## src/rtl/sssf_pkg.sv

```systemverilog
// Shared types, op codes and the BCD segment table for the seven-segment scanner.
// No dependencies; used by every module under rtl/.
`default_nettype none

package sssf_pkg;

	// item op codes
	localparam logic [2:0] OP_REFRESH = 3'd0;
	localparam logic [2:0] OP_WRITE   = 3'd1;
	localparam logic [2:0] OP_TOGGLE  = 3'd2;
	localparam logic [2:0] OP_SET     = 3'd3;
	localparam logic [2:0] OP_CLEAR   = 3'd4;

	// register indexes (byte address = 4 * index)
	localparam logic [1:0] REG_DIGIT_COUNT  = 2'd0;
	localparam logic [1:0] REG_FLASH_FIRST  = 2'd1;
	localparam logic [1:0] REG_FLASH_LAST   = 2'd2;
	localparam logic [1:0] REG_FLASH_PERIOD = 2'd3;

	localparam logic [7:0] DOT_BIT  = 8'h80;
	localparam logic [7:0] SEG_MASK = 8'h7F;

	// configuration as seen by the scan logic
	typedef struct packed {
		logic [3:0]  count;       // clamped digit count
		logic [3:0]  first;
		logic [3:0]  last;
		logic [15:0] period;
		logic        count_wr;    // digit count written this cycle
		logic [3:0]  count_new;   // clamped value being written
		logic        flash_wr;    // any flash register written this cycle
	} cfg_t;

	// segment image of a BCD value, blank for 10..15
	function automatic logic [7:0] bcd_image(input logic [3:0] v);
		logic [7:0] r;
		case (v)
			4'd0: r = 8'h3F;
			4'd1: r = 8'h06;
			4'd2: r = 8'h5B;
			4'd3: r = 8'h4F;
			4'd4: r = 8'h66;
			4'd5: r = 8'h6D;
			4'd6: r = 8'h7D;
			4'd7: r = 8'h07;
			4'd8: r = 8'h7F;
			4'd9: r = 8'h6F;
			default: r = 8'h00;
		endcase
		return r;
	endfunction

endpackage

`default_nettype wire

```

## src/rtl/seven_segment_scan_with_flash.sv

```systemverilog
// Seven-segment scan controller with digit flashing: top level.
// A refresh item gives its result in the cycle after start is taken.
// Throughput: one item per cycle; busy is always low, and updates are registered.
// Reset (arst_n low): store clear, count 4 (clamped to MAX_DIGITS), flash off, position count-1.
// Results appear on done for one cycle; the receiver cannot stall them.
// Depends on sssf_pkg, sssf_cfg, sssf_store, sssf_scan.
`default_nettype none

module seven_segment_scan_with_flash #(
	parameter int MAX_DIGITS = 8
) (
	input  wire logic        clk,
	input  wire logic        arst_n,
	// item channel
	input  wire logic        start,
	output logic             busy,
	input  wire logic [2:0]  op,
	input  wire logic [2:0]  digit_index,
	input  wire logic [3:0]  bcd_value,
	input  wire logic        last_of_write,
	input  wire logic [7:0]  dot_mask,
	// result channel
	output logic             done,
	output logic      [7:0]  segments,
	output logic      [2:0]  digit_select,
	// register port
	input  wire logic        psel,
	input  wire logic        penable,
	input  wire logic        pwrite,
	input  wire logic [3:0]  paddr,
	input  wire logic [31:0] pwdata,
	output logic      [31:0] prdata,
	output logic             pready
);

	// position width; at least one bit for a single-digit display
	localparam int PW = (MAX_DIGITS > 1) ? $clog2(MAX_DIGITS) : 1;

	sssf_pkg::cfg_t cfg;
	logic           item_en;
	logic [PW-1:0]  rd_idx;
	logic [7:0]     rd_data;

	// every item is taken in the cycle start is high; busy is never raised
	assign busy    = 1'b0;
	assign item_en = start & ~busy;

	sssf_cfg #(
		.MAX_DIGITS(MAX_DIGITS)
	) u_cfg (
		.clk    (clk),
		.arst_n (arst_n),
		.psel   (psel),
		.penable(penable),
		.pwrite (pwrite),
		.paddr  (paddr),
		.pwdata (pwdata),
		.prdata (prdata),
		.pready (pready),
		.cfg    (cfg)
	);

	// segment bytes; the scan reads the next digit's byte combinationally
	sssf_store #(
		.MAX_DIGITS(MAX_DIGITS),
		.PW        (PW)
	) u_store (
		.clk          (clk),
		.arst_n       (arst_n),
		.item_en      (item_en),
		.op           (op),
		.digit_index  (digit_index),
		.bcd_value    (bcd_value),
		.last_of_write(last_of_write),
		.dot_mask     (dot_mask),
		.count        (cfg.count),
		.rd_idx       (rd_idx),
		.rd_data      (rd_data)
	);

	// position advance, flash blanking and the result register
	sssf_scan #(
		.MAX_DIGITS(MAX_DIGITS),
		.PW        (PW)
	) u_scan (
		.clk         (clk),
		.arst_n      (arst_n),
		.item_en     (item_en),
		.op          (op),
		.cfg         (cfg),
		.rd_idx      (rd_idx),
		.rd_data     (rd_data),
		.done        (done),
		.segments    (segments),
		.digit_select(digit_select)
	);

endmodule

`default_nettype wire

```

## src/rtl/sssf_cfg.sv

```systemverilog
// APB register file: digit count and flash range/period.
// Depends on sssf_pkg.
`default_nettype none

module sssf_cfg #(
	parameter int MAX_DIGITS = 8
) (
	input  wire logic              clk,
	input  wire logic              arst_n,
	input  wire logic              psel,
	input  wire logic              penable,
	input  wire logic              pwrite,
	input  wire logic [3:0]        paddr,
	input  wire logic [31:0]       pwdata,
	output logic      [31:0]       prdata,
	output logic                   pready,
	output sssf_pkg::cfg_t         cfg
);

	localparam logic [4:0] MAX5      = 5'(MAX_DIGITS);
	localparam int         RST_COUNT = (MAX_DIGITS < 4) ? MAX_DIGITS : 4;

	logic [3:0]  count_q, count_raw_q, first_q, last_q;
	logic [15:0] period_q;
	logic        wr;
	logic [1:0]  idx;
	logic [3:0]  wval, wclamp;

	// value mod (MAX_DIGITS+1) via a 16-entry table
	function automatic logic [3:0] reduce(input logic [3:0] v);
		logic [3:0] r;
		r = '0;
		for (int i = 0; i < 16; i++) begin
			if (v == 4'(i))
				r = 4'(i % (MAX_DIGITS + 1));
		end
		return r;
	endfunction

	assign pready = 1'b1;
	assign wr     = psel & penable & pwrite;
	assign idx    = paddr[3:2];
	assign wval   = pwdata[3:0];

	always_comb begin
		if (wval == 4'd0)
			wclamp = 4'd1;
		else if ({1'b0, wval} > MAX5)
			wclamp = 4'(MAX_DIGITS);
		else
			wclamp = wval;
	end

	always_ff @(posedge clk or negedge arst_n) begin
		if (!arst_n) begin
			count_raw_q <= 4'd4;
			count_q     <= 4'(RST_COUNT);
			first_q     <= '0;
			last_q      <= '0;
			period_q    <= '0;
		end else if (wr) begin
			case (idx)
				sssf_pkg::REG_DIGIT_COUNT: begin
					count_raw_q <= wval;
					count_q     <= wclamp;
				end
				sssf_pkg::REG_FLASH_FIRST:  first_q  <= reduce(wval);
				sssf_pkg::REG_FLASH_LAST:   last_q   <= reduce(wval);
				sssf_pkg::REG_FLASH_PERIOD: period_q <= pwdata[15:0];
				default: ;
			endcase
		end
	end

	always_comb begin
		case (idx)
			sssf_pkg::REG_DIGIT_COUNT:  prdata = {28'd0, count_raw_q};
			sssf_pkg::REG_FLASH_FIRST:  prdata = {28'd0, first_q};
			sssf_pkg::REG_FLASH_LAST:   prdata = {28'd0, last_q};
			sssf_pkg::REG_FLASH_PERIOD: prdata = {16'd0, period_q};
			default:                    prdata = '0;
		endcase
	end

	always_comb begin
		cfg.count     = count_q;
		cfg.first     = first_q;
		cfg.last      = last_q;
		cfg.period    = period_q;
		cfg.count_wr  = wr && (idx == sssf_pkg::REG_DIGIT_COUNT);
		cfg.count_new = wclamp;
		cfg.flash_wr  = wr && (idx != sssf_pkg::REG_DIGIT_COUNT);
	end

endmodule

`default_nettype wire

```

## src/rtl/sssf_store.sv

```systemverilog
// Per-digit segment byte store (dot in bit 7) with write, dot and blanking updates.
// Depends on sssf_pkg.
`default_nettype none

module sssf_store #(
	parameter int MAX_DIGITS = 8,
	parameter int PW         = 3
) (
	input  wire logic          clk,
	input  wire logic          arst_n,
	input  wire logic          item_en,
	input  wire logic [2:0]    op,
	input  wire logic [2:0]    digit_index,
	input  wire logic [3:0]    bcd_value,
	input  wire logic          last_of_write,
	input  wire logic [7:0]    dot_mask,
	input  wire logic [3:0]    count,
	input  wire logic [PW-1:0] rd_idx,
	output logic      [7:0]    rd_data
);

	logic [7:0] store_q [MAX_DIGITS];
	logic [4:0] idx5;
	logic [7:0] img;

	assign idx5    = {2'b00, digit_index};
	assign img     = sssf_pkg::bcd_image(bcd_value);
	assign rd_data = store_q[rd_idx];

	for (genvar g = 0; g < MAX_DIGITS; g++) begin : g_digit
		localparam logic [4:0] G5 = 5'(g);
		logic [7:0] nxt;
		logic       mbit;

		// mask only reaches the first eight digits
		if (g < 8) begin : g_m
			assign mbit = dot_mask[g];
		end else begin : g_nm
			assign mbit = 1'b0;
		end

		always_comb begin
			nxt = store_q[g];
			case (op)
				sssf_pkg::OP_WRITE: begin
					if (idx5 == G5 && idx5 < {1'b0, count})
						nxt = (store_q[g] & sssf_pkg::DOT_BIT) | img;
					if (last_of_write && G5 > idx5)
						nxt = store_q[g] & sssf_pkg::DOT_BIT;
				end
				sssf_pkg::OP_TOGGLE: begin
					if (idx5 == G5)
						nxt = store_q[g] ^ sssf_pkg::DOT_BIT;
				end
				sssf_pkg::OP_SET: begin
					if (mbit)
						nxt = store_q[g] | sssf_pkg::DOT_BIT;
				end
				sssf_pkg::OP_CLEAR: begin
					if (mbit)
						nxt = store_q[g] & sssf_pkg::SEG_MASK;
				end
				default: ;
			endcase
		end

		always_ff @(posedge clk or negedge arst_n) begin
			if (!arst_n)
				store_q[g] <= '0;
			else if (item_en)
				store_q[g] <= nxt;
		end
	end

endmodule

`default_nettype wire

```

## src/rtl/sssf_scan.sv

```systemverilog
// Scan position, flash counter and the registered refresh result.
// Depends on sssf_pkg.
`default_nettype none

module sssf_scan #(
	parameter int MAX_DIGITS = 8,
	parameter int PW         = 3
) (
	input  wire logic           clk,
	input  wire logic           arst_n,
	input  wire logic           item_en,
	input  wire logic [2:0]     op,
	input  wire sssf_pkg::cfg_t cfg,
	output logic      [PW-1:0]  rd_idx,
	input  wire logic [7:0]     rd_data,
	output logic                done,
	output logic      [7:0]     segments,
	output logic      [2:0]     digit_select
);

	localparam int RST_POS = ((MAX_DIGITS < 4) ? MAX_DIGITS : 4) - 1;

	logic [PW-1:0] pos_q, pos_nxt;
	logic [15:0]   fcnt_q, fcnt_nxt;
	logic [4:0]    pos_inc, pos5;
	logic          refresh, blank;
	logic          done_q;
	logic [7:0]    seg_q;
	logic [2:0]    sel_q;

	assign refresh = item_en && (op == sssf_pkg::OP_REFRESH);
	assign pos_inc = 5'(pos_q) + 5'd1;
	assign pos_nxt = (pos_inc >= {1'b0, cfg.count}) ? '0 : PW'(pos_inc);
	assign pos5    = 5'(pos_nxt);
	assign rd_idx  = pos_nxt;

	// counter stays below the period, so the wrap is one compare
	always_comb begin
		fcnt_nxt = fcnt_q;
		if (cfg.period != 16'd0 && pos_nxt == '0)
			fcnt_nxt = (fcnt_q + 16'd1 == cfg.period) ? 16'd0 : fcnt_q + 16'd1;
	end

	assign blank = (cfg.period != 16'd0) && (pos5 >= {1'b0, cfg.first}) &&
		(pos5 <= {1'b0, cfg.last}) && (fcnt_nxt > (cfg.period >> 1));

	always_ff @(posedge clk or negedge arst_n) begin
		if (!arst_n) begin
			pos_q  <= PW'(RST_POS);
			fcnt_q <= '0;
			done_q <= 1'b0;
		end else begin
			done_q <= refresh;
			if (cfg.count_wr)
				pos_q <= PW'(cfg.count_new - 4'd1);
			else if (refresh)
				pos_q <= pos_nxt;
			if (cfg.flash_wr)
				fcnt_q <= '0;
			else if (refresh)
				fcnt_q <= fcnt_nxt;
		end
	end

	always_ff @(posedge clk) begin
		if (refresh) begin
			seg_q <= blank ? 8'h00 : rd_data;
			sel_q <= 3'(pos_nxt);
		end
	end

	assign done         = done_q;
	assign segments     = seg_q;
	assign digit_select = sel_q;

endmodule

`default_nettype wire
```

## config.mk

```make
export PLATFORM = sky130hd
export DESIGN_NAME = seven_segment_scan_with_flash
export DESIGN_NICKNAME = d
export VERILOG_FILES = /design/src/rtl/sssf_pkg.sv /design/src/rtl/seven_segment_scan_with_flash.sv /design/src/rtl/sssf_cfg.sv /design/src/rtl/sssf_store.sv /design/src/rtl/sssf_scan.sv
export SDC_FILE = /design/constraint.sdc
export NUM_CORES = 1
export LEC_CHECK = 0
export ABC_AREA = 1
export BUFFER_PORTS_ARGS = -buffer_cell sky130_fd_sc_hd__clkbuf_2
export CELL_PAD_IN_SITES_DETAIL_PLACEMENT = 1
export CELL_PAD_IN_SITES_GLOBAL_PLACEMENT = 2
export CORE_MARGIN = 2
export CORE_UTILIZATION = 30
export CTS_CLUSTER_SIZE = 10
export DETAILED_ROUTE_END_ITERATION = 8
export HOLD_SLACK_MARGIN = 0.08
export PLACE_DENSITY = 0.82
export RECOVER_POWER = 25
export REMOVE_ABC_BUFFERS = 1
export SLEW_MARGIN = 20
export SYNTH_ARGS = -nofsm -noshare
export SYNTH_HDL_FRONTEND = slang
export SYNTH_SLANG_ARGS = --single-unit
```

## constraint.sdc

```tcl
create_clock -name clk -period 4.02 [get_ports clk]
set_input_delay 0.402 -clock clk [delete_from_list [all_inputs] [get_ports clk]]
set_output_delay 0.402 -clock clk [all_outputs]
set_load 0.02 [all_outputs]
```

Word level (Yosys, flattened, before mapping)
Memories as Yosys holds them, arrays and structs flattened. Index checks and enable logic that the tools add are counted. W data, S select, Z words.

Output and inout port bits: 46. Latch bits: 0. Flip-flop bits (word level): 127. Bits in writable memories: 0. Memories: 1. Bits in read-only memories: 112. Input port bits: 61. Logic and storage cells: 274.

Memories: (no name shown) (depth 16, width 7, rd ports 1, clocked after memory_dff 0, write ports 0, RTL line sssf_pkg.sv:37) `case (v)`.

Eq/ne operators: 70. Reductions and logical operators: 61. Divide/modulo/power cells: 0. Bitwise logic cells: 22. Muxes and demuxes: 76. $add $sub $neg: 3. Magnitude comparators: 15. Shift-type cells: 0. $mul: 0.

Operator list (number): $mux W8 (42); $pmux W8 S4 (8); $pmux W32 S4 (1); $mux W16 (4); $or A8 B8 Y8 (8); $mux W4 (14); $reduce_and A7 Y1 (8); $ne A2 B2 Y1 const B (24); $reduce_and A6 Y1 (8); $eq A4 B4 Y1 const B (8); $ne A2 B1 Y1 const B (16); $bmux W8 S3 (1); $logic_and A1 B1 Y1 (23); $reduce_bool A2 Y1 (11); $add A16 B1 Y16 const B (1); $eq A16 B16 Y1 (1); $eq A4 B3 Y1 const B (4); $gt A16 B15 Y1 (1); $reduce_bool A16 Y1 (1); $eq A3 B3 Y1 const B (5); $eq A3 B2 Y1 const B (4); $gt A3 B3 Y1 const A (4); $not A1 Y1 (11); $mux W3 (3); 25 further kinds (36).

Depth between registers and ports, before layout
Word-level depth: 16. Mapped depth: 29.

Cells and area by module
From an unflattened synthesis, not the netlist that was laid out.

Cell total of the unflattened synthesis: 1319. Area, all modules: 9044.9 µm².

By module, submodules not included: sssf_store (seq. area each 1601.5 µm², times used 1, cells an instance 607, area an instance 4192.8 µm²); sssf_scan (seq. area each 833.3 µm², times used 1, cells an instance 480, area an instance 3161.8 µm²); sssf_cfg (seq. area each 803.3 µm², times used 1, cells an instance 230, area an instance 1679.1 µm²); seven_segment_scan_with_flash (seq. area each 0.0 µm², times used 1, cells an instance 2, area an instance 11.3 µm²).

Least setup slack after synthesis
Ideal clock, no wire load.

Kind: register -> register. From: reg u_scan.pos_q[0]. To: reg u_scan.seg_q[0] (netlist: u_scan.segments[0]), data pin. Slack: 0.218 ns. Clock period less this slack: 3.802 ns. Buffers on the path: 2. Stages on the path, launching flop included: 28. Arrival time: 3.530 ns. Path through: dfstp_2 > clkbuf_1 > nand2_1 > nor2_1 > ha_1 > nand3_1 > nor2_1 > nor3_2 > nand3_1 > inv_2 > nor2_1 > nand2_2 > inv_2 > buf_4 > nand3_2 > nand2_1 > ha_1 > nand4_1 > nor3_1 > nand2_1 > nand3_1 > nand2_1 > nand2_1 > nand2_1 > nand2_1 > nand2_1 > nand3_2 > a21oi_1.

Longest elaborated chain between the ends: 8.

Ends and longest elaborated chain: start, declared (RTL line sssf_scan.sv:23) `logic [PW-1:0] pos_q, pos_nxt;`; start signal, assigned (RTL line sssf_scan.sv:49) `pos_q <= PW'(RST_POS);`; start signal, assigned (RTL line sssf_scan.sv:55) `pos_q <= PW'(cfg.count_new - 4'd1);`; start signal, assigned (RTL line sssf_scan.sv:57) `pos_q <= pos_nxt;`; $add A3 B1 Y4 (*) (RTL line sssf_scan.sv:32) `assign pos_inc = 5'(pos_q) + 5'd1;`; $ge A5 B4 Y1 (RTL line sssf_scan.sv:33) `assign pos_nxt = (pos_inc >= {1'b0, cfg.count}) ? '0 : PW'(pos_inc);`; $mux W3 (*) (RTL line sssf_scan.sv:33); $logic_not A3 Y1 (RTL line sssf_scan.sv:40) `if (cfg.period != 16'd0 && pos_nxt == '0)`; $logic_and A1 B1 Y1 (RTL line sssf_scan.sv:40); $mux W16 (RTL line sssf_scan.sv:40); $gt A16 B15 Y1 (RTL line sssf_scan.sv:45) `(pos5 <= {1'b0, cfg.last}) && (fcnt_nxt > (cfg.period >> 1));`; $logic_and A1 B1 Y1 (RTL line sssf_scan.sv:45); end signal, assigned (RTL line sssf_scan.sv:67) `seg_q <= blank ? 8'h00 : rd_data;`; end, declared (RTL line sssf_scan.sv:28) `logic [7:0] seg_q;`.

Mark *: on every way between the ends. The rest lies on a longest branch, timed or not. The select of a mux whose other input is x is not followed. A chain may end at the register's enable or synchronous reset.

Worst setup path in the final report
From: reg u_scan.pos_q[1]. To: reg u_scan.seg_q[1] (netlist: u_scan.segments[1]), data pin.

The elaborated chain is that of the path after synthesis.

==> results.yml <==
run_status:
  outcome: "complete, but fails checks"
  violations: "design-rule violations, max-capacitance violations, max-slew violations"
cts:
  cts_max_level: 4
  tritoncts: "built"
  clkSinkCount: 127
  clkSlewWorstSetupHoldPaths_ns: 0.07
  clockRootBuffer: "clkbuf_16"
  cts_buffers: 17
  clock_path_buffers: 2
  clk_latency_ns: 0.43
global_routing:
  grt_pass1_vias: 7645
  grt_usage_pct: 18.6
  grt_max_degree: 68
  grt-ovfl-total: 0
  antenna_found_initial: 0
  grt_pass1_wl_um: 41100
power:
  comb_power_share_pct: 49.9
  clkPwrFrac_pct: 23.1
  p_sw_w: 0.00300
  p_int_w: 0.00375
  p_leak_nw: 4.58
  p_per_area_mw_per_mm2: 700
  sequentialPowerShare_pct: 27.0
  swShare_pct: 44.4
  ir_drop_mv: 0.417
cells_and_area:
  nets: 1262
  fin_util_pct: 36.9
  diodes: 0
  final_cells: 1512
  drive_gt1_share_pct: 18.1
  area_growth_pct: 20.4
  fill_cells: 3265
logic_synthesis:
  yosysSeqAreaShare_pct: 40.4
  synthArstFlopShare_pct: 91.3
  netlist-cell-type-count: 46
  synth_edf_count: 11
  synth_top_family_by_area: "simple AND/OR/NAND/NOR gates"
  ys_ff_latch: 127
  synth_compound_area_share_pct: 17.1
  syn_area_per_cell_sq_um: 7.51
  syn_area_sq_mm: 0.00802
  synthMuxAreaShare_pct: 0.421
  yosys.area_share.xor_xnor_pct: 0.437
  synth_fa_ha_area_share_pct: 5.62
  synthCells: 1068
  synth-simple-area-share_pct: 26.0
  ys.flop_type: "dfrtp_1"
  yosys_warnings: 0
route:
  wl_met1_um: 11800
  wl_met2_um: 12700
  routedWlPerCell_um: 17.0
  drt_iter0_markers: 406
  viasPerCell: 4.98
  top_layer: "met4"
  wl_met3_um: 789
  postRouteWirelength_um: 25700
  detail-route-antenna-nets: 0
  dr.pass1.iters: 6
  drc_errors: 4
  vias: 7524
timing:
  slew_headroom_pct: -99.8
  period_share_pct: 97.4
  tns_ns: 0
  hold_viol: 0
  maxSlewViolCount: 50
  rsz0062_at_grt: "true"
  tightest_slew_ns: 3.00
  final.min_clock_period_ns: 3.91
  setup_violations: 0
  fmax_ghz: 0.255
  skew_ns: 0.0188
setup_path:
  rr_worst_depth: 26
  reg2reg_setup_slack_ns: 0.11
  max_stage_delay_ns: 0.58
  reg2reg_from: "u_scan.pos_q[1]"
  crit_type: "flip-flop to flip-flop"
  r2r_end: "u_scan.segments[1]"
  end_kind: "flip-flop"
  slowest_stage: "dfstp_2"
  crit_fanout: 8
  crit_path_frequent_cell: "nand2_1"
  critPathArrivalTime_ns: 4.08
  startpoint_type: "flip-flop"
  cp.required_ns: 4.18
floorplanning:
  row_count: 59
  core-area_sq_mm: 0.0261
  fp.dieH_um: 167
  die-area_sq_mm: 0.0280
  io_pins: 107
  chipWidth_um: 167
  start_util_pct: 30.7
worst_hold_path:
  hold_depth: 3
  hp-class: "primary input to flip-flop"
  hold_end: "u_cfg.period_q[13]"
  holdCritStartpoint: "pwdata[13]"
placed_design:
  io_buffers: 70
  dp.cells: 1473
  dp_hpwl_um: 19100
  globalplace.congestion: 0.854
flow_run:
  max_cap_violations: 1
-- power by group through the flow --
| stage | combinational [W] | sequential (W) | clock (W) |
|---|---|---|---|
| after floorplan | 0.00187 | 0.00181 | 0 |
| final | 0.00337 | 0.00183 | 0.00156 |
| after CTS | 0.00310 | 0.00182 | 0.00159 |
| after global routing | 0.00377 | 0.00186 | 0.00165 |
| after detailed placement | 0.00306 | 0.00183 | 0 |
| after global placement | 0.00300 | 0.00182 | 0 |
-- sequential cells by signal, summed over array words and instances, names as in the netlist, 3 cells and up --
signal and count:
u_store.store_q 64, u_cfg.period_q 16, u_scan.fcnt_q 16, u_scan.segments 8, u_cfg.count_q 4, u_cfg.count_raw_q 4, u_cfg.first_q 4, u_cfg.last_q 4
u_scan.digit_select 3, u_scan.pos_q 3
-- repair_timing --
action	CTS	global route
buffers inserted	1	6
setup endpoints to repair	8	8
resized for setup	5	35
hold buffers	1	0
pin swaps	3	23
endpoints found under the hold margin	49	0
-- area by class of cell --
type / count / area, sq um / area share, %
Timing Repair Buffer: 100 / 597 / 6.19
Tap cell: 335 / 419 / 4.34
Multi-Input combinational cell: 769 / 4240 / 44.0
Sequential cell: 127 / 3240 / 33.6
Inverter: 150 / 569 / 5.90
Clock inverter: 14 / 158 / 1.63
Clock buffer: 17 / 425 / 4.41
-- kinds of logic (layout without fill, tap and decap cells) --
| group | after synthesis | in the layout |
|---|---|---|
| simple gates | 474 | 474 |
| compound gates | 234 | 234 |
| buf+inv | 188 | 281 |
| flops | 127 | 127 |
| fa+ha+maj | 36 | 36 |
| xor+xnor | 4 | 4 |
| mux | 3 | 3 |
| other cells | 2 | 18 |
-- how the worst max path moves through the flow --
stage | startpoint | to | depth (start not counted)
finish | u_scan.pos_q[1] | u_scan.segments[1] | 26
global route | u_scan.pos_q[1] | u_scan.segments[1] | 26
CTS | u_scan.pos_q[1] | u_scan.segments[1] | 26
detailed placement | u_scan.pos_q[1] | u_scan.segments[1] | 25
global placement | u_scan.pos_q[1] | u_scan.segments[0] | 25
floorplan | u_scan.pos_q[0] | u_scan.segments[0] | 25
-- worst max-delay path, delay by kind of cell, from the launching register on --
family / cells / cell delay, ns
AND/OR/NAND/NOR: 17 / 1.65
adder cells (fa/ha/maj): 3 / 0.75
flip-flops: 1 / 0.58
buffers and inverters: 3 / 0.35
AO/OA/AOI/OAI: 2 / 0.21
XOR/XNOR: 1 / 0.09
-- per-layer routing --
| metal | up-vias | track usage (%) |
|---|---|---|
| met1 | 3649 | 24.2 |
| met5 | - | 0 |
| li1 | 3723 | - |
| met3 | 34 | 2.93 |
| met4 | 0 | 5.71 |
| met2 | 118 | 32.0 |
-- metrics by stage --
step,cell area [sq um],worst slack (ns),hold WS (ns),power [W]
2_1_floorplan,7850,-0.543,0.106,0.00367
3_3_place_gp,8810,0.133,0.449,0.00482
3_5_place_dp,8810,-0.0386,0.454,0.00489
4_1_cts,9440,0.00405,0.166,0.00651
5_1_grt,9650,-0.157,0.191,0.00728
6_report,9650,0.106,0.181,0.00676
-- cell usage in the layout, fill, tap and decap left out, drive strengths merged, types with 11 or more instances in the layout --
| cell type | instances |
|---|---|
| edfxtp | 11 |
| conb | 18 |
| clkbuf | 89 |
| o22ai | 41 |
| nand4 | 13 |
| o21ai | 88 |
| clkinv | 12 |
| a21oi | 61 |
| inv | 148 |
| nand3 | 53 |
| nor2 | 70 |
| ha | 36 |
| dfrtp | 112 |
| buf | 27 |
| o211ai | 15 |
| nand2 | 317 |
-- cells in the mapped netlist, types with 7 or more instances --
library cell / n / area [sq um]
o221ai_1: 7 / 61.3
a31oi_1: 7 / 43.8
o211ai_1: 15 / 113
clkbuf_1: 13 / 48.8
o21ai_0: 79 / 395
nand2_2: 12 / 75.1
edfxtp_1: 11 / 330
a21oi_1: 59 / 295
dfrtp_1: 112 / 2800
nand2_1: 304 / 1140
o21ai_1: 9 / 45.0
o2111ai_1: 9 / 78.8
ha_1: 36 / 450
buf_4: 19 / 143
nor2_1: 61 / 229
nand3_2: 10 / 100
nor3_1: 8 / 40.0
nand3_1: 42 / 210
inv_1: 139 / 522
nand4_1: 12 / 75.1
o22ai_1: 41 / 257
Note: power is estimated with default switching activity, not from simulation.
